<file path="src/rtl/core/itra_pkg.sv">
package itra_pkg;

    localparam int VALUE_BITS = 32;
    localparam int RADIX_W    = 6;
    localparam int CHAR_W     = 8;
    localparam int STEP_W     = $clog2(VALUE_BITS);
    localparam int CNT_W      = $clog2(VALUE_BITS + 1);
    localparam int IDX_W      = $clog2(VALUE_BITS);

    localparam logic [RADIX_W-1:0] RADIX_RESET   = RADIX_W'(10);
    localparam logic [RADIX_W-1:0] RADIX_MIN     = RADIX_W'(2);
    localparam logic [RADIX_W-1:0] RADIX_MAX     = RADIX_W'(36);
    localparam logic [RADIX_W-1:0] RADIX_DECIMAL = RADIX_W'(10);
    localparam logic [RADIX_W-1:0] DECIMAL_DIGITS = RADIX_W'(10);

    localparam logic [CHAR_W-1:0] CHAR_ZERO    = 8'h30;
    localparam logic [CHAR_W-1:0] CHAR_LOWER_A = 8'h61;
    localparam logic [CHAR_W-1:0] CHAR_MINUS   = 8'h2d;

    // controller -> datapath
    typedef struct packed {
        logic load;
        logic div_step;
        logic store;
        logic emit;
    } t_cmd;

    // datapath -> controller
    typedef struct packed {
        logic quo_zero;
        logic cnt_one;
        logic neg_pend;
        logic out_free;
    } t_stat;

    function automatic logic [CHAR_W-1:0] digit_char(input logic [RADIX_W-1:0] d);
        logic [CHAR_W-1:0] d_ext;
        d_ext = {{(CHAR_W - RADIX_W){1'b0}}, d};
        if (d < DECIMAL_DIGITS) begin
            digit_char = CHAR_ZERO + d_ext;
        end else begin
            digit_char = CHAR_LOWER_A + d_ext - {{(CHAR_W - RADIX_W){1'b0}}, DECIMAL_DIGITS};
        end
    endfunction

endpackage

</file>
<file path="src/rtl/core/itra_ctrl.sv">
module itra_ctrl (
    input  logic           i_clk,
    input  logic           i_rst_n,
    input  logic           i_in_valid,
    output logic           o_in_ready,
    input  itra_pkg::t_stat i_stat,
    output itra_pkg::t_cmd  o_cmd
);

    typedef enum logic [1:0] {
        ST_IDLE,
        ST_DIV,
        ST_STORE,
        ST_EMIT
    } t_state;

    t_state r_state, n_state;
    logic [itra_pkg::STEP_W-1:0] r_step, n_step;
    logic last_step;
    logic emit_last;

    assign last_step  = (r_step == itra_pkg::STEP_W'(itra_pkg::VALUE_BITS - 1));
    assign o_in_ready = (r_state == ST_IDLE);
    assign emit_last  = !i_stat.neg_pend && i_stat.cnt_one;

    always_comb begin
        n_state = r_state;
        n_step  = r_step;
        o_cmd   = '0;
        unique case (r_state)
            ST_IDLE: begin
                if (i_in_valid) begin
                    o_cmd.load = 1'b1;
                    n_step     = '0;
                    n_state    = ST_DIV;
                end
            end
            ST_DIV: begin
                o_cmd.div_step = 1'b1;
                n_step         = r_step + 1'b1;
                if (last_step) begin
                    n_state = ST_STORE;
                end
            end
            ST_STORE: begin
                o_cmd.store = 1'b1;
                n_step      = '0;
                n_state     = i_stat.quo_zero ? ST_EMIT : ST_DIV;
            end
            ST_EMIT: begin
                if (i_stat.out_free) begin
                    o_cmd.emit = 1'b1;
                    if (emit_last) begin
                        n_state = ST_IDLE;
                    end
                end
            end
            default: n_state = ST_IDLE;
        endcase
    end

    always_ff @(posedge i_clk) begin
        if (!i_rst_n) begin
            r_state <= ST_IDLE;
            r_step  <= '0;
        end else begin
            r_state <= n_state;
            r_step  <= n_step;
        end
    end

    a_load_starts_div: assert property (@(posedge i_clk) disable iff (!i_rst_n)
        o_cmd.load |=> (r_state == ST_DIV) && (r_step == '0))
        else $error("load did not start a division pass");

    a_store_after_full_div: assert property (@(posedge i_clk) disable iff (!i_rst_n)
        (r_state == ST_STORE) |-> $past(r_state == ST_DIV) && $past(last_step))
        else $error("digit stored before all division steps ran");

endmodule

</file>
<file path="src/rtl/core/itra_dpath.sv">
module itra_dpath (
    input  logic                                i_clk,
    input  logic                                i_rst_n,
    input  logic                                i_cfg_valid,
    input  logic [itra_pkg::RADIX_W-1:0]        i_cfg_radix,
    input  logic [itra_pkg::VALUE_BITS-1:0]     i_value,
    input  logic                                i_out_ready,
    input  itra_pkg::t_cmd                      i_cmd,
    output itra_pkg::t_stat                     o_stat,
    output logic                                o_out_valid,
    output logic [itra_pkg::CHAR_W-1:0]         o_text_char,
    output logic                                o_last_char
);

    logic [itra_pkg::RADIX_W-1:0]    r_radix;
    logic [itra_pkg::VALUE_BITS-1:0] r_quo;
    logic [itra_pkg::RADIX_W-1:0]    r_rem;
    logic [itra_pkg::CNT_W-1:0]      r_cnt;
    logic                            r_neg;
    logic                            r_out_valid;
    logic [itra_pkg::CHAR_W-1:0]     r_out_char;
    logic                            r_out_last;
    logic [itra_pkg::CHAR_W-1:0]     r_buf [itra_pkg::VALUE_BITS];

    logic [itra_pkg::RADIX_W-1:0]    base;
    logic [itra_pkg::RADIX_W:0]      rem_sh;
    logic                            rem_ge;
    logic [itra_pkg::RADIX_W:0]      rem_sub;
    logic                            in_neg;
    logic [itra_pkg::VALUE_BITS-1:0] in_mag;
    logic [itra_pkg::CNT_W-1:0]      cnt_dec;

    always_comb begin
        if (r_radix < itra_pkg::RADIX_MIN) begin
            base = itra_pkg::RADIX_MIN;
        end else if (r_radix > itra_pkg::RADIX_MAX) begin
            base = itra_pkg::RADIX_MAX;
        end else begin
            base = r_radix;
        end
    end

    assign in_neg  = (base == itra_pkg::RADIX_DECIMAL) && i_value[itra_pkg::VALUE_BITS-1];
    assign in_mag  = in_neg ? (~i_value + 1'b1) : i_value;

    // one restoring step: shift in the next quotient bit
    assign rem_sh  = {r_rem, r_quo[itra_pkg::VALUE_BITS-1]};
    assign rem_ge  = (rem_sh >= {1'b0, base});
    assign rem_sub = rem_sh - {1'b0, base};
    assign cnt_dec = r_cnt - 1'b1;

    assign o_stat.quo_zero = (r_quo == '0);
    assign o_stat.cnt_one  = (r_cnt == itra_pkg::CNT_W'(1));
    assign o_stat.neg_pend = r_neg;
    assign o_stat.out_free = !r_out_valid || i_out_ready;

    assign o_out_valid = r_out_valid;
    assign o_text_char = r_out_char;
    assign o_last_char = r_out_last;

    always_ff @(posedge i_clk) begin
        if (!i_rst_n) begin
            r_radix     <= itra_pkg::RADIX_RESET;
            r_cnt       <= '0;
            r_neg       <= 1'b0;
            r_out_valid <= 1'b0;
        end else begin
            if (i_cfg_valid) begin
                r_radix <= i_cfg_radix;
            end
            if (i_cmd.load) begin
                r_quo <= in_mag;
                r_rem <= '0;
                r_cnt <= '0;
                r_neg <= in_neg;
            end
            if (i_cmd.div_step) begin
                r_quo <= {r_quo[itra_pkg::VALUE_BITS-2:0], rem_ge};
                r_rem <= rem_ge ? rem_sub[itra_pkg::RADIX_W-1:0]
                                : rem_sh[itra_pkg::RADIX_W-1:0];
            end
            if (i_cmd.store) begin
                r_buf[r_cnt[itra_pkg::IDX_W-1:0]] <= itra_pkg::digit_char(r_rem);
                r_cnt <= r_cnt + 1'b1;
                r_rem <= '0;
            end
            if (i_cmd.emit) begin
                r_out_valid <= 1'b1;
                if (r_neg) begin
                    r_out_char <= itra_pkg::CHAR_MINUS;
                    r_out_last <= 1'b0;
                    r_neg      <= 1'b0;
                end else begin
                    r_out_char <= r_buf[cnt_dec[itra_pkg::IDX_W-1:0]];
                    r_out_last <= (r_cnt == itra_pkg::CNT_W'(1));
                    r_cnt      <= cnt_dec;
                end
            end else if (i_out_ready) begin
                r_out_valid <= 1'b0;
            end
        end
    end

    a_cnt_bound: assert property (@(posedge i_clk) disable iff (!i_rst_n)
        r_cnt <= itra_pkg::CNT_W'(itra_pkg::VALUE_BITS))
        else $error("digit count above buffer depth");

    a_last_empties: assert property (@(posedge i_clk) disable iff (!i_rst_n)
        (i_cmd.emit && !r_neg && (r_cnt == itra_pkg::CNT_W'(1))) |=>
            (r_cnt == '0) && r_out_last)
        else $error("final character did not drain the digit buffer");

endmodule

</file>
<file path="src/rtl/core/integer_to_radix_ascii_unit.sv">
// Integer to ASCII text converter. Each input word is one 32-bit two's
// complement integer; the block returns its text in the configured radix
// (2..36, digits 0-9 then a-z), one character per output word, most
// significant first, with o_last_char set on the final character. Zero gives
// a single '0'. In radix ten a negative value is written as '-' and its
// magnitude (the most negative value included); every other radix reads the
// input as unsigned. Radix values below two act as two, above 36 as 36.
// Each digit costs one pass of a shared 1-bit-per-cycle restoring divider
// followed by a store step. One item is in work at a time; o_in_ready is
// high only while the converter is free, and the next item may be taken
// while the final character still sits in the output register. Write the
// radix only while no conversion is in progress.
module integer_to_radix_ascii_unit (
    input  logic                            i_clk,
    input  logic                            i_rst_n,
    // configuration
    input  logic                            i_cfg_valid,
    output logic                            o_cfg_ready,
    input  logic [itra_pkg::RADIX_W-1:0]    i_cfg_radix,
    // input words
    input  logic                            i_in_valid,
    output logic                            o_in_ready,
    input  logic [itra_pkg::VALUE_BITS-1:0] i_value,
    // output words
    output logic                            o_out_valid,
    input  logic                            i_out_ready,
    output logic [itra_pkg::CHAR_W-1:0]     o_text_char,
    output logic                            o_last_char
);

    itra_pkg::t_cmd  cmd;
    itra_pkg::t_stat stat;

    // radix register takes a write every cycle
    assign o_cfg_ready = 1'b1;

    itra_ctrl u_ctrl (
        .i_clk      (i_clk),
        .i_rst_n    (i_rst_n),
        .i_in_valid (i_in_valid),
        .o_in_ready (o_in_ready),
        .i_stat     (stat),
        .o_cmd      (cmd)
    );

    // divider, digit buffer (filled low digit first, read back in reverse)
    // and the output register
    itra_dpath u_dpath (
        .i_clk       (i_clk),
        .i_rst_n     (i_rst_n),
        .i_cfg_valid (i_cfg_valid),
        .i_cfg_radix (i_cfg_radix),
        .i_value     (i_value),
        .i_out_ready (i_out_ready),
        .i_cmd       (cmd),
        .o_stat      (stat),
        .o_out_valid (o_out_valid),
        .o_text_char (o_text_char),
        .o_last_char (o_last_char)
    );

endmodule
</file>
<file path="config.mk">
export PLATFORM = sky130hd
export DESIGN_NAME = integer_to_radix_ascii_unit
export DESIGN_NICKNAME = d
export VERILOG_FILES = /design/src/rtl/core/itra_pkg.sv /design/src/rtl/core/itra_ctrl.sv /design/src/rtl/core/itra_dpath.sv /design/src/rtl/core/integer_to_radix_ascii_unit.sv
export SDC_FILE = /design/constraint.sdc
export NUM_CORES = 1
export LEC_CHECK = 0
export ABC_CLOCK_PERIOD_IN_PS = 4530
export BUFFER_PORTS_ARGS = -buffer_cell sky130_fd_sc_hd__clkbuf_2
export CAP_MARGIN = 40
export CORE_MARGIN = 4
export CORE_UTILIZATION = 45
export CTS_BUF_LIST = sky130_fd_sc_hd__clkbuf_4 sky130_fd_sc_hd__clkbuf_8
export DETAILED_ROUTE_END_ITERATION = 6
export SYNTH_ARGS = -nofsm -noshare
export SYNTH_HDL_FRONTEND = slang
export SYNTH_SLANG_ARGS = --single-unit
</file>
<file path="constraint.sdc">
create_clock -name i_clk -period 4.53 [get_ports i_clk]
set_input_delay 0 -clock i_clk [delete_from_list [all_inputs] [get_ports i_clk]]
set_output_delay 0 -clock i_clk [all_outputs]
set_load 0.05 [all_outputs]
</file>
After elaboration in Yosys (flattened, before gate mapping)
Memories as Yosys holds them, arrays and structs flattened. A register that Yosys moved wholly into a read port is not among the register bits.
Index checks and enable logic that the tools add are counted.
Widths: inputs -> output; s select.
{"block": "totals", "mem_bits_rw": 256, "register_bits": 60, "n_memories": 1, "in_bits": 43, "out_inout_bits": 12, "wordCells": 86}
{"block": "op_classes", "bitwise_logic": 1, "magnitude_cmp": 4, "n_addsub": 8, "reduce_logical": 16, "mux": 37, "eq_ne": 10}
{"memory": "u_dpath.r_buf", "words": 32, "word_bits": 8, "read_ports": 1, "rd_ports_with_merged_regs": 1, "write_ports": 1, "line": "itra_dpath.sv:23", "rtl": "logic [itra_pkg::CHAR_W-1:0] r_buf [itra_pkg::VALUE_BITS];"}
{"op": "$mux 32", "n": 3}
{"op": "$mux 6", "n": 9}
{"op": "$add 32x1->32 const B", "n": 1}
{"op": "$logic_not 32->1", "n": 1}
{"op": "$not 32->32", "n": 1}
{"op": "$mux 8", "n": 3}
{"op": "$pmux 5 s3", "n": 1}
{"op": "$mux 1", "n": 14}
{"op": "$mux 2", "n": 5}
{"op": "$add 7x6->8 const A", "n": 1}
{"op": "$pmux 2 s4", "n": 1}
{"op": "$reduce_and 2->1", "n": 4}
{"op": "$sub 8x4->8 const B", "n": 1}
{"op": "$add 6x6->7 const A", "n": 1}
{"op": "$ge 7x6->1", "n": 1}
{"op": "$add 6x1->6 const B", "n": 1}
{"op": "$eq 6x1->1 const B", "n": 1}
{"op": "$eq 6x4->1 const B", "n": 1}
{"op": "$gt 6x6->1 const B", "n": 1}
{"op": "$lt 6x2->1 const B", "n": 1}
{"op": "$lt 6x4->1 const B", "n": 1}
{"op": "$reduce_bool 3->1", "n": 2}
{"op": "$sub 6x1->6 const B", "n": 1}
{"op": "$sub 6x6->6", "n": 1}
{"op": "13 further kinds", "n": 19}

Depth between registers and ports, before layout
Gate-level depths: netlist of run 1.
{"block": "depth", "depth_word": 8, "mapped_depth": 12, "ltp_nobuf": 11}

Cells and area by module
A second synthesis of run 1 with hierarchy kept.
{"block": "unflattened", "cells_unflattened": 919, "hier_area_um2": 14380.0}
{"mod": "itra_dpath", "seq_area_each_um2": 9379.0, "area_each_um2": 13938.4, "cells_each": 863, "instances": 1}
{"mod": "itra_ctrl", "seq_area_each_um2": 140.1, "area_each_um2": 430.4, "cells_each": 54, "instances": 1}
{"mod": "integer_to_radix_ascii_unit", "seq_area_each_um2": 0.0, "area_each_um2": 11.3, "cells_each": 2, "instances": 1}

Worst setup path after synthesis of run 1
No wires, ideal clock.
{"block": "synth_timing", "path_kind": "register to register", "from": "register u_dpath.r_cnt[0] (netlist name)", "to": "register u_dpath.r_out_char (netlist bit u_dpath.o_text_char[0]), read port of u_dpath.r_buf, data pin", "arrival_ns": 2.935, "period_less_slack_ns": 3.191, "setup_time_ns": 0.256, "path_buffers": 6, "required_ns": 4.274, "stages_incl_launch_ff": 13, "path_slack_ns": 1.339, "path_cell_list": "dfxtp_1 -> buf_2 -> buf_2 -> buf_2 -> inv_1 -> ha_1 -> buf_2 -> buf_1 -> buf_1 -> mux4_2 -> nand2_1 -> nand3_1 -> and4_1"}
{"block": "synth_via", "elab_chain_cells": 1}
{"element": "from (decl)", "line": "itra_dpath.sv:18", "rtl": "logic [itra_pkg::CNT_W-1:0] r_cnt;"}
{"element": "from (signal assigned)", "line": "itra_dpath.sv:84", "rtl": "r_cnt <= r_cnt + 1'b1;"}
{"element": "from (signal assigned)", "line": "itra_dpath.sv:96", "rtl": "r_cnt <= cnt_dec;"}
{"element": "$sub 6x1->6", "line": "itra_dpath.sv:50", "rtl": "assign cnt_dec = r_cnt - 1'b1;"}
{"element": "to (decl)", "line": "itra_dpath.sv:21", "rtl": "logic [itra_pkg::CHAR_W-1:0] r_out_char;"}
No other way between the ends.
A chain may end at the register's enable or synchronous reset.

Worst setup path in the final report of run 1
{"block": "layout_timing", "from": "register u_dpath.r_cnt[0] (netlist name)", "to": "register u_dpath.r_out_char (netlist bit u_dpath.o_text_char[6]), read port of u_dpath.r_buf, data pin"}
Same word-level chain as after synthesis.

==> summary by stage, run 1 <==
Status
The run finished with clean final reports.

STA
Setup repair after global routing left no endpoint under its margin. For the final database, setup skew stands at 0.02709 ns. The period utilization is 73.76%. The total count of hold-check failures in the final report is 0. The top achievable clock speed is 299.3 MHz. The max-slew violation total from the final report is 0. The final setup violation count is 0.

The worst pin sits at a relative slew slack of 39.83%. The transition at the pin with the smallest max-transition slack is 0.8992 ns. The final critical-path required period is 3.341 ns. In the final timing run, aggregate negative setup slack is 0 ns.

Detailed routing
In this run, the number of DRC markers left after iteration 0 of detailed routing was 667. After detailed routing, the total wire length is 32440 µm. The average routed wire per standard cell is 20.85 µm. The average via count per standard cell is 5.610. The detail route stage leaves a number of antenna-violating nets equal to 0. The DRC violation count after routing is 0. For this block, the via count after detailed routing is 8729. The first detailed-routing pass took 5 iterations.

Power
The static leakage is 5.502 nW. Cell internal power was estimated by the tool at 0.006421 W. Sequential cells burn 44.4% of the power. The logic gate share of total power is 29.9%. The worst-case IR drop observed on VDD is 323.3 µV. The fraction of power spent switching nets is 32.55%.

The clock network is responsible for 25.6% of the overall power. The power density of the placed cells is 567.2 nW/µm². The power spent charging and discharging nets is 0.003099 W.

Hold path
The path class of the tightest hold or removal check is input port to flip-flop. The startpoint identified for the worst hold timing path is i_out_ready.

Critical path
The most critical setup path has its endpoint at u_dpath.o_text_char[6]. The kind of start point of the critical path is a flip-flop. At the worst endpoint, the arrival time is 3.67 ns. The category of the worst setup path capture point is a flip-flop.

The most critical setup path has its startpoint at u_dpath.r_cnt[0]. The endpoint of the lowest-slack register-to-register path is u_dpath.o_text_char[6]. The critical path start-end classification is flip-flop to flip-flop. The worst register-to-register path has a depth of 7. The data required time at the worst endpoint is 4.85 ns. The flop-to-flop setup slack is 1.19 ns. The worst-path maximum fanout is 33. The worst register-to-register path begins at u_dpath.r_cnt[0].

Logic synthesis
The library cell occupying the most area in the post-synthesis netlist is sky130_fd_sc_hd__edfxtp_1. Ranked by total cell area, the synthesized netlist is headed by sky130_fd_sc_hd__edfxtp_1, sky130_fd_sc_hd__mux4_2, sky130_fd_sc_hd__dfxtp_1. Counting flops with an async set or reset pin after synthesis yields a share of 0%. In this run, distinct cell masters in the synthesized netlist total 53. The most used flip-flop cell after synthesis is sky130_fd_sc_hd__edfxtp_1. The post-synthesis register bit count is 324.

The net count after synthesis is 1042. The synthesized design contains 303 enable-type register cells. The instance count of the mapped netlist is 976. The top-area cell type share of the netlist area is 63.26%. For this run, the number of Yosys warnings is 0.

For this run, the register share of the synthesized area comes to 66.19%. After synthesis, the mean cell area works out to 14.74 µm². The total standard cell area after synthesis is 14380 µm².

Clock network
Buffers inserted during clock tree synthesis total 53. Counting every sink on the clock net gives 324. The number of instances resized during post-cts repair is 0. The H-tree depth is 2. The clock latency at the later pin of the worst-skew pair is 0.59 ns. The cell sitting at the root of the clock tree is a sky130_fd_sc_hd__clkbuf_8.

TritonCTS built the clock tree. The clock-pin slew on the worst setup and hold paths is 0.06 ns. The clock tree buffer depth is 3.

Flow run
The max-cap violation count is 0.

Die
The die span in x is 186.8 µm. The height of the die is 186.8 µm. The floorplan has 65 rows.

The initial standard-cell utilization of the core is 45.58%. During I/O placement, the number of pins put on the boundary was 55. The standard cell core area is 31560 µm².

The floorplan step defined a die boundary enclosing 34880 µm².

Global route
The first-pass GRT wire length is 51220 µm. The number of global-route vias before repair is 9000. Entering global routing, the biggest net connects 43 pins.

The aggregate global-route resource usage is 18.57%. The overflow left after global routing is 0. The number of antenna violations at the first check in global routing was 0.

Placed design
The cell total after placement is 1404. The placer congestion estimate is 0.8235. The count of input and output buffers is 53.

Detailed placement ended at an HPWL of 20570 µm.

Final layout
The area used by multi-input combinational logic is 4653 µm². Leaving out fill and tap cells, the most frequent cells in the layout are sky130_fd_sc_hd__edfxtp_1, sky130_fd_sc_hd__nand2_1, sky130_fd_sc_hd__mux4_2, sky130_fd_sc_hd__nor2_1, sky130_fd_sc_hd__dlygate4sd3_1. The number of antenna repair diodes is 0. The share of final-layout standard cells stronger than drive strength 1 is 22.01%. From synthesis to final layout, the design area changed by 16.69%. The filler cell count is 2611.

After the flow finishes, the layout carries non-filler instances totaling 1556. The most common cell after layout, fill and taps aside is sky130_fd_sc_hd__edfxtp_1. The area used by sequential logic in the layout is 9523 µm². The number of nets at the end of the flow is 1180.
-- final cells by class --
| cell class | instances | area share [%] |
|---|---|---|
| flip-flops and latches | 324 | 56.74 |
| multi-input cells | 584 | 27.72 |
| repair buffers | 130 | 5.994 |
| clock buffers | 79 | 5.584 |
| well taps | 402 | 2.997 |
| clock inverters | 16 | 0.4920 |
| inverters | 21 | 0.4697 |
-- stage by stage --
| stage | hold slack (ns) | power, W | worst slack, ns | area, µm² | utilization [%] |
|---|---|---|---|---|---|
| 6_report | 0.3123 | 0.009520 | 1.189 | 16780 | 53.19 |
| 5_1_grt | 0.3281 | 0.01003 | 0.9702 | 16780 | 53.19 |
| 3_3_place_gp | 0.2130 | 0.006997 | 1.192 | 15140 | 47.97 |
| 4_1_cts | 0.2661 | 0.009604 | 1.122 | 16780 | 53.19 |
| 2_1_floorplan | 0.1287 | 0.006067 | 1.339 | 14380 | - |
| 3_5_place_dp | 0.2193 | 0.007105 | 1.133 | 15190 | 48.15 |
-- critical path, stage by stage, from the launching register on --
cell                      delay [ns]
sky130_fd_sc_hd__dfxtp_4        0.73
sky130_fd_sc_hd__inv_1          0.14
sky130_fd_sc_hd__ha_2           0.70
sky130_fd_sc_hd__buf_4          0.45
sky130_fd_sc_hd__mux4_2         0.36
sky130_fd_sc_hd__nand2_1        0.08
sky130_fd_sc_hd__a21oi_1        0.06
sky130_fd_sc_hd__or4_1          0.54
-- synth_stat cells (all sizes together), types with 8 or more instances --
| master | n |
|---|---|
| a211oi | 9 |
| a21oi | 35 |
| buf | 18 |
| clkbuf | 29 |
| dfxtp | 21 |
| edfxtp | 303 |
| ha | 22 |
| inv | 20 |
| mux2 | 11 |
| mux2i | 10 |
| mux4 | 64 |
| nand2 | 111 |
| nand3 | 33 |
| nor2 | 60 |
| nor3 | 24 |
| nor4 | 15 |
| o21ai | 41 |
| o31ai | 9 |
| or3 | 9 |
| or4 | 8 |
| xnor2 | 22 |
| xor2 | 19 |
-- repair_timing --
action	CTS	global route
hold buffers	57	0
endpoints found under the hold margin	45	0
buffers inserted	0	0
-- worst min path at each step --
stage	end	slack [ns]	cells after the start
after floorplan	u_dpath.r_radix[1]	0.13	2
after detailed placement	u_dpath.r_radix[1]	0.22	3
after CTS	u_dpath.o_out_valid	0.27	4
after global placement	u_dpath.r_radix[1]	0.21	3
after global routing	u_dpath.o_out_valid	0.33	4
final	u_dpath.o_out_valid	0.31	4
-- metal layers --
metal	share of wire, %	track usage (%)	vias up
met5	0	0	-
met4	2.0	5.091	0
met1	43	25.51	4346
met3	5.3	2.862	55
met2	49	31.26	261
li1	-	-	4067
-- flip-flops by register name (all words and copies together) (netlist names) --
register	count
u_dpath.r_buf	256
u_dpath.r_quo	32
u_dpath.o_text_char	8
u_dpath.r_cnt	6
u_dpath.r_radix	6
u_dpath.r_rem	6
u_ctrl.r_step	5
u_ctrl.r_state	2
u_dpath.o_last_char	1
u_dpath.o_out_valid	1
u_dpath.r_neg	1
-- power groups by stage --
stage / Sequential [W] / Clock (W) / Combinational, W
6_report: 0.00423 / 0.00244 / 0.00285
3_3_place_gp: 0.00429 / 0 / 0.00270
3_5_place_dp: 0.00429 / 0 / 0.00281
4_1_cts: 0.00423 / 0.00249 / 0.00288
5_1_grt: 0.00426 / 0.00263 / 0.00314
2_1_floorplan: 0.00424 / 0 / 0.00183
-- cells by family (layout without fill, tap and decap cells) --
group                      count (synthesis)  after routing  share of synthesized area [%]
xor gates and xnor gates                  41             41                          2.497
and+or+nand+nor                          308            308                          10.34
other                                      1              1                        0.02607
adders and majority gates                 23             23                          2.053
muxes                                     85             85                          11.58
buffers and inverters                     68            246                          1.949
DFF                                      324            324                          66.19
AOI/OAI and AO/OA                        126            126                          5.368
No activity file was read; power rests on OpenSTA's default activity.
==> run 2, diff against run 1 <==
--- a/config.mk
+++ b/config.mk
@@ -5,7 +5,8 @@
 export SDC_FILE = /design/constraint.sdc
 export NUM_CORES = 1
 export LEC_CHECK = 0
-export ABC_CLOCK_PERIOD_IN_PS = 4530
+export ABC_AREA = 1
+export ABC_CLOCK_PERIOD_IN_PS = 2800
 export BUFFER_PORTS_ARGS = -buffer_cell sky130_fd_sc_hd__clkbuf_2
 export CAP_MARGIN = 40
 export CORE_MARGIN = 4
==> constraint.sdc (replaced) <==
create_clock -name i_clk -period 2.8 [get_ports i_clk]
set_input_delay 0 -clock i_clk [delete_from_list [all_inputs] [get_ports i_clk]]
set_output_delay 0 -clock i_clk [all_outputs]
set_load 0.05 [all_outputs]
==> summary by stage, run 2 <==
Status
Result of the run: finished, final reports clean (unchanged).

STA
The transition at the pin with the smallest max-transition slack is 0.7445 ns (was 0.8992 ns). The final critical-path required period is 2.688 ns (was 3.341 ns). The normalized max-slew margin is 50.18% (was 39.83%). The top achievable clock speed is 372.1 MHz (was 299.3 MHz). The total count of hold-check failures in the final report is 0 (unchanged).

The final setup violation count was 0 (unchanged). Unrepaired setup endpoints after global routing: false (unchanged). The hold slack came to 0.07927 ns (was 0.3123 ns). The period utilization is 95.99% (was 73.76%).

The setup TNS after final layout is 0 ns (unchanged). The maximum clock skew at final layout was 0.03530 ns (was 0.02709 ns). The max-slew violation total from the final report is 0 (unchanged).

Logic synthesis
The count of flip-flops with a built-in enable after synthesis is 303 (unchanged). The proportion of register bits with asynchronous set or reset after synthesis is 0% (unchanged). Cells taking the most area after synthesis: sky130_fd_sc_hd__edfxtp_1, sky130_fd_sc_hd__nor2_1, sky130_fd_sc_hd__nand2_1 (was sky130_fd_sc_hd__edfxtp_1, sky130_fd_sc_hd__mux4_2, sky130_fd_sc_hd__dfxtp_1). The library cell occupying the most area in the post-synthesis netlist is sky130_fd_sc_hd__edfxtp_1 (unchanged).

The post-synthesis register bit count was 324 (unchanged). The part of the Yosys area used for sequential elements is 62.78% (was 66.19%). The instance count of the mapped netlist is 1501 (was 976). The library cell with the highest instance count after synthesis was sky130_fd_sc_hd__nor2_1 (was sky130_fd_sc_hd__edfxtp_1). The number of unique standard cell types used by synthesis is 42 (was 53).

The net count after synthesis came to 1567 (was 1042). The total standard cell area after synthesis came to 15160 µm² (was 14380 µm²). The yosys synthesis warning count was 0 (unchanged). The top-area cell type share of the netlist area is 60.00% (was 63.26%). The average footprint of a synthesized cell is 10.10 µm² (was 14.74 µm²). Most instantiated cells after synthesis: sky130_fd_sc_hd__nor2_1, sky130_fd_sc_hd__edfxtp_1, sky130_fd_sc_hd__nand2_1 (was sky130_fd_sc_hd__edfxtp_1, sky130_fd_sc_hd__nand2_1, sky130_fd_sc_hd__mux4_2).

The most used flip-flop cell after synthesis is sky130_fd_sc_hd__edfxtp_1 (unchanged).

Detailed routing
The aggregate routed wire length is 37710 µm (was 32440 µm). The count of nets left with antenna violations after detail routing is 0 (unchanged). The count of routing violations after the opening detailed-route iteration is 1013 (was 667). The routed via count was 11252 (was 8729). The average routed wire per standard cell is 17.78 µm (was 20.85 µm).

The DRC violation count after routing is 0 (unchanged). The average via count per standard cell was 5.305 (was 5.610). The length of the first detailed-routing pass in iterations is 5 (unchanged).

Clock network
The clock tree from TritonCTS is yes (unchanged). The H-tree depth is 2 (unchanged). The library cell used as clock root buffer is sky130_fd_sc_hd__clkbuf_8 (unchanged). The number of setup buffers added after CTS is 0 (unchanged). The clock latency at the later pin of the worst-skew pair was 0.58 ns (was 0.59 ns). The clock-pin slew on the worst setup and hold paths was 0.06 ns (about the same). The number of buffers inserted during clock tree synthesis came to 53 (unchanged). The clock tree buffer depth is 3 (unchanged). The clock sink count was 324 (unchanged).

Critical path
The endpoint of the lowest-slack register-to-register path was u_ctrl.r_state[0] (was u_dpath.o_text_char[6]). The kind of start point of the critical path is a flip-flop (unchanged). The worst-path maximum fanout came to 4 (was 33). The category of the worst setup path capture point is a flip-flop (unchanged). The cell family contributing the most delay on the critical path is buffers and inverters (was flip-flops). The longest individual stage delay on the worst path was 0.57 ns (was 0.73 ns). The startpoint of the most critical register-to-register path is u_ctrl.r_step[0] (was u_dpath.r_cnt[0]). The number of buffers and inverters on the critical path is 3 (was 2). The cell depth of the worst flop-to-flop path is 11 (was 7).

The critical path's slowest cell was sky130_fd_sc_hd__dlygate4sd3_1 (was sky130_fd_sc_hd__dfxtp_4). The data arrival at the endpoint of the critical path is 3.19 ns (was 3.67 ns). Worst-path cell chain: ha_2, and3_1, ha_1, or2_2, nand2_1, inv_1, nand4_1, nand2_1, dlygate4sd3_1, nor2_1, dlygate4sd3_1 (was inv_1, ha_2, buf_4, mux4_2, nand2_1, a21oi_1, or4_1).

The critical path start-end classification is flip-flop to flip-flop (unchanged). The flop-to-flop setup slack is 0.11 ns (was 1.19 ns). The data required time at the worst endpoint is 3.31 ns (was 4.85 ns).

Final layout
The number of nets at the end of the flow is 1704 (was 1180). The flip-flop count of the largest register after layout is 256 (unchanged). The area used by sequential logic in the layout is 9525 µm² (was 9523 µm²). The number of antenna repair diodes is 0 (unchanged). The share of final-layout standard cells stronger than drive strength 1 was 12.98% (was 22.01%).

The filler cell count is 2978 (was 2611). The most common cell after layout, fill and taps aside is sky130_fd_sc_hd__nor2_1 (was sky130_fd_sc_hd__edfxtp_1). The layout overhead on the synthesized area is 16.73% (was 16.69%). The area used by multi-input combinational logic is 5039 µm² (was 4653 µm²). Top library cells by usage in the layout, fill and taps aside: sky130_fd_sc_hd__nor2_1, sky130_fd_sc_hd__edfxtp_1, sky130_fd_sc_hd__nand2_1, sky130_fd_sc_hd__o21ai_0, sky130_fd_sc_hd__nand3_1 (was sky130_fd_sc_hd__edfxtp_1, sky130_fd_sc_hd__nand2_1, sky130_fd_sc_hd__mux4_2, sky130_fd_sc_hd__nor2_1, sky130_fd_sc_hd__dlygate4sd3_1).

Global route
The first-pass GRT wire length came to 60410 µm (was 51220 µm). The number of global-route vias before repair was 11170 (was 9000). The number of antenna violations at the first check in global routing is 0 (unchanged). The aggregate global-route resource usage was 20.73% (was 18.57%). The maximum number of pins on one net before global-route repair was 130 (was 43). The overflow left after global routing is 0 (unchanged).

Die
The count of pins on the block boundary is 55 (unchanged). The die span in x is 191.6 µm (was 186.8 µm). The area enclosed by the die boundary is 36700 µm² (was 34880 µm²).

The standard cell core area is 32870 µm² (was 31560 µm²). The height of the die is 191.6 µm (was 186.8 µm). The count of standard-cell rows was 66 (was 65). The initial standard-cell utilization of the core is 46.14% (was 45.58%).

Hold path
The worst-case hold path end point is u_dpath.r_quo[22] (was u_dpath.o_out_valid). The worst min-delay path startpoint is i_value[22] (was i_out_ready). The worst hold-check path type is input port to flip-flop (unchanged). The hold path depth is 5 (was 4).

Power
The worst vdd rail ir drop came to 688.4 µV (was 323.3 µV). The static leakage was 6.574 nW (was 5.502 nW). The power density of the placed cells was 949.0 nW/µm² (was 567.2 nW/µm²).

Placed design
The estimated wirelength of the detail-placed design came to 23640 µm (was 20570 µm). The placer congestion estimate came to 0.9020 (was 0.8235). The count of input and output buffers came to 53 (unchanged).

Flow run
The max-cap violation count is 0 (unchanged).
-- run 2: changes by cell type after synthesis, moves of 58 or more --
cell / before / now
sky130_fd_sc_hd__o21ai_0: 41 / 156
sky130_fd_sc_hd__mux4_2: 64 / 0
sky130_fd_sc_hd__nor2_1: 60 / 320
sky130_fd_sc_hd__nand3_1: 33 / 91
sky130_fd_sc_hd__o211ai_1: 5 / 66
sky130_fd_sc_hd__nand2_1: 111 / 257
sky130_fd_sc_hd__inv_1: 20 / 79
-- run 2: worst max-delay path by stage --
stage | end | slack [ns] | startpoint | cells past startpoint
after floorplan | u_dpath.r_quo[0] | 0.15 | u_ctrl.r_state[1] | 4
after global placement | u_dpath.r_rem[2] | 0.51 | u_dpath.r_radix[3] | 14
after detailed placement | u_dpath.r_rem[1] | 0.46 | u_dpath.r_radix[3] | 14
after CTS | u_ctrl.r_state[0] | 0.11 | u_dpath.r_cnt[3] | 8
after global routing | u_ctrl.r_state[0] | 0.01 | u_ctrl.r_step[0] | 11
final | u_ctrl.r_state[0] | 0.11 | u_ctrl.r_step[0] | 11
-- run 2: worst min-delay path: cells and delay by family --
| kind | cells | cell delay (ns) |
|---|---|---|
| AOI/OAI and AO/OA | 1 | 0.15 |
| buffers and inverters | 2 | 0.18 |
| and+or+nand+nor | 2 | 0.13 |
-- run 2: timing repair --
item,4_1_cts,5_1_grt
hold endpoints to repair,43,0
endpoints found under the setup margin,0,1
hold buffers,54,0
gates resized for setup,0,4
-- run 2: per-layer routing --
metal / global-route usage [%] / wire, µm / share of wire, %
met5: 0 / 0 / 0
met4: 5.221 / 834 / 2.2
met3: 3.178 / 2198 / 5.8
met2: 34.08 / 17800 / 47
met1: 29.09 / 16870 / 45
-- run 2: where the power goes --
| part | internal (W) | switching [W] |
|---|---|---|
| logic | 0.00164 | 0.00418 |
| registers | 0.00661 | 0.000197 |
| clock network | 0.00234 | 0.00183 |
-- run 2: cell type report --
cell class / instances / area share (%)
repair buffers: 152 / 6.673
clock buffers: 72 / 4.998
multi-input cells: 1023 / 28.47
clock inverters: 24 / 1.131
flip-flops and latches: 324 / 53.82
inverters: 84 / 1.788
well taps: 442 / 3.125
-- run 2: cells by family after synthesis --
group | Yosys count | share of synthesized area, %
flops | 324 | 62.78
other cells | 1 | 0.02473
fa+ha+maj | 23 | 1.947
simple gates | 708 | 18.91
xor+xnor | 19 | 1.345
compound gates | 272 | 10.50
buf+inv | 154 | 4.497
-- run 2: stage by stage --
step	util [%]	setup WS [ns]	area, µm²	cells	total power [W]
4_1_cts	53.82	0.1109	17690	2121	0.01694
3_3_place_gp	48.88	0.5135	16060	1971	0.01259
2_1_floorplan	-	0.1490	15170	1501	0.01062
3_5_place_dp	48.88	0.4609	16060	1971	0.01267
6_report	53.85	0.1123	17700	2121	0.01680
5_1_grt	53.85	0.01248	17700	2121	0.01784
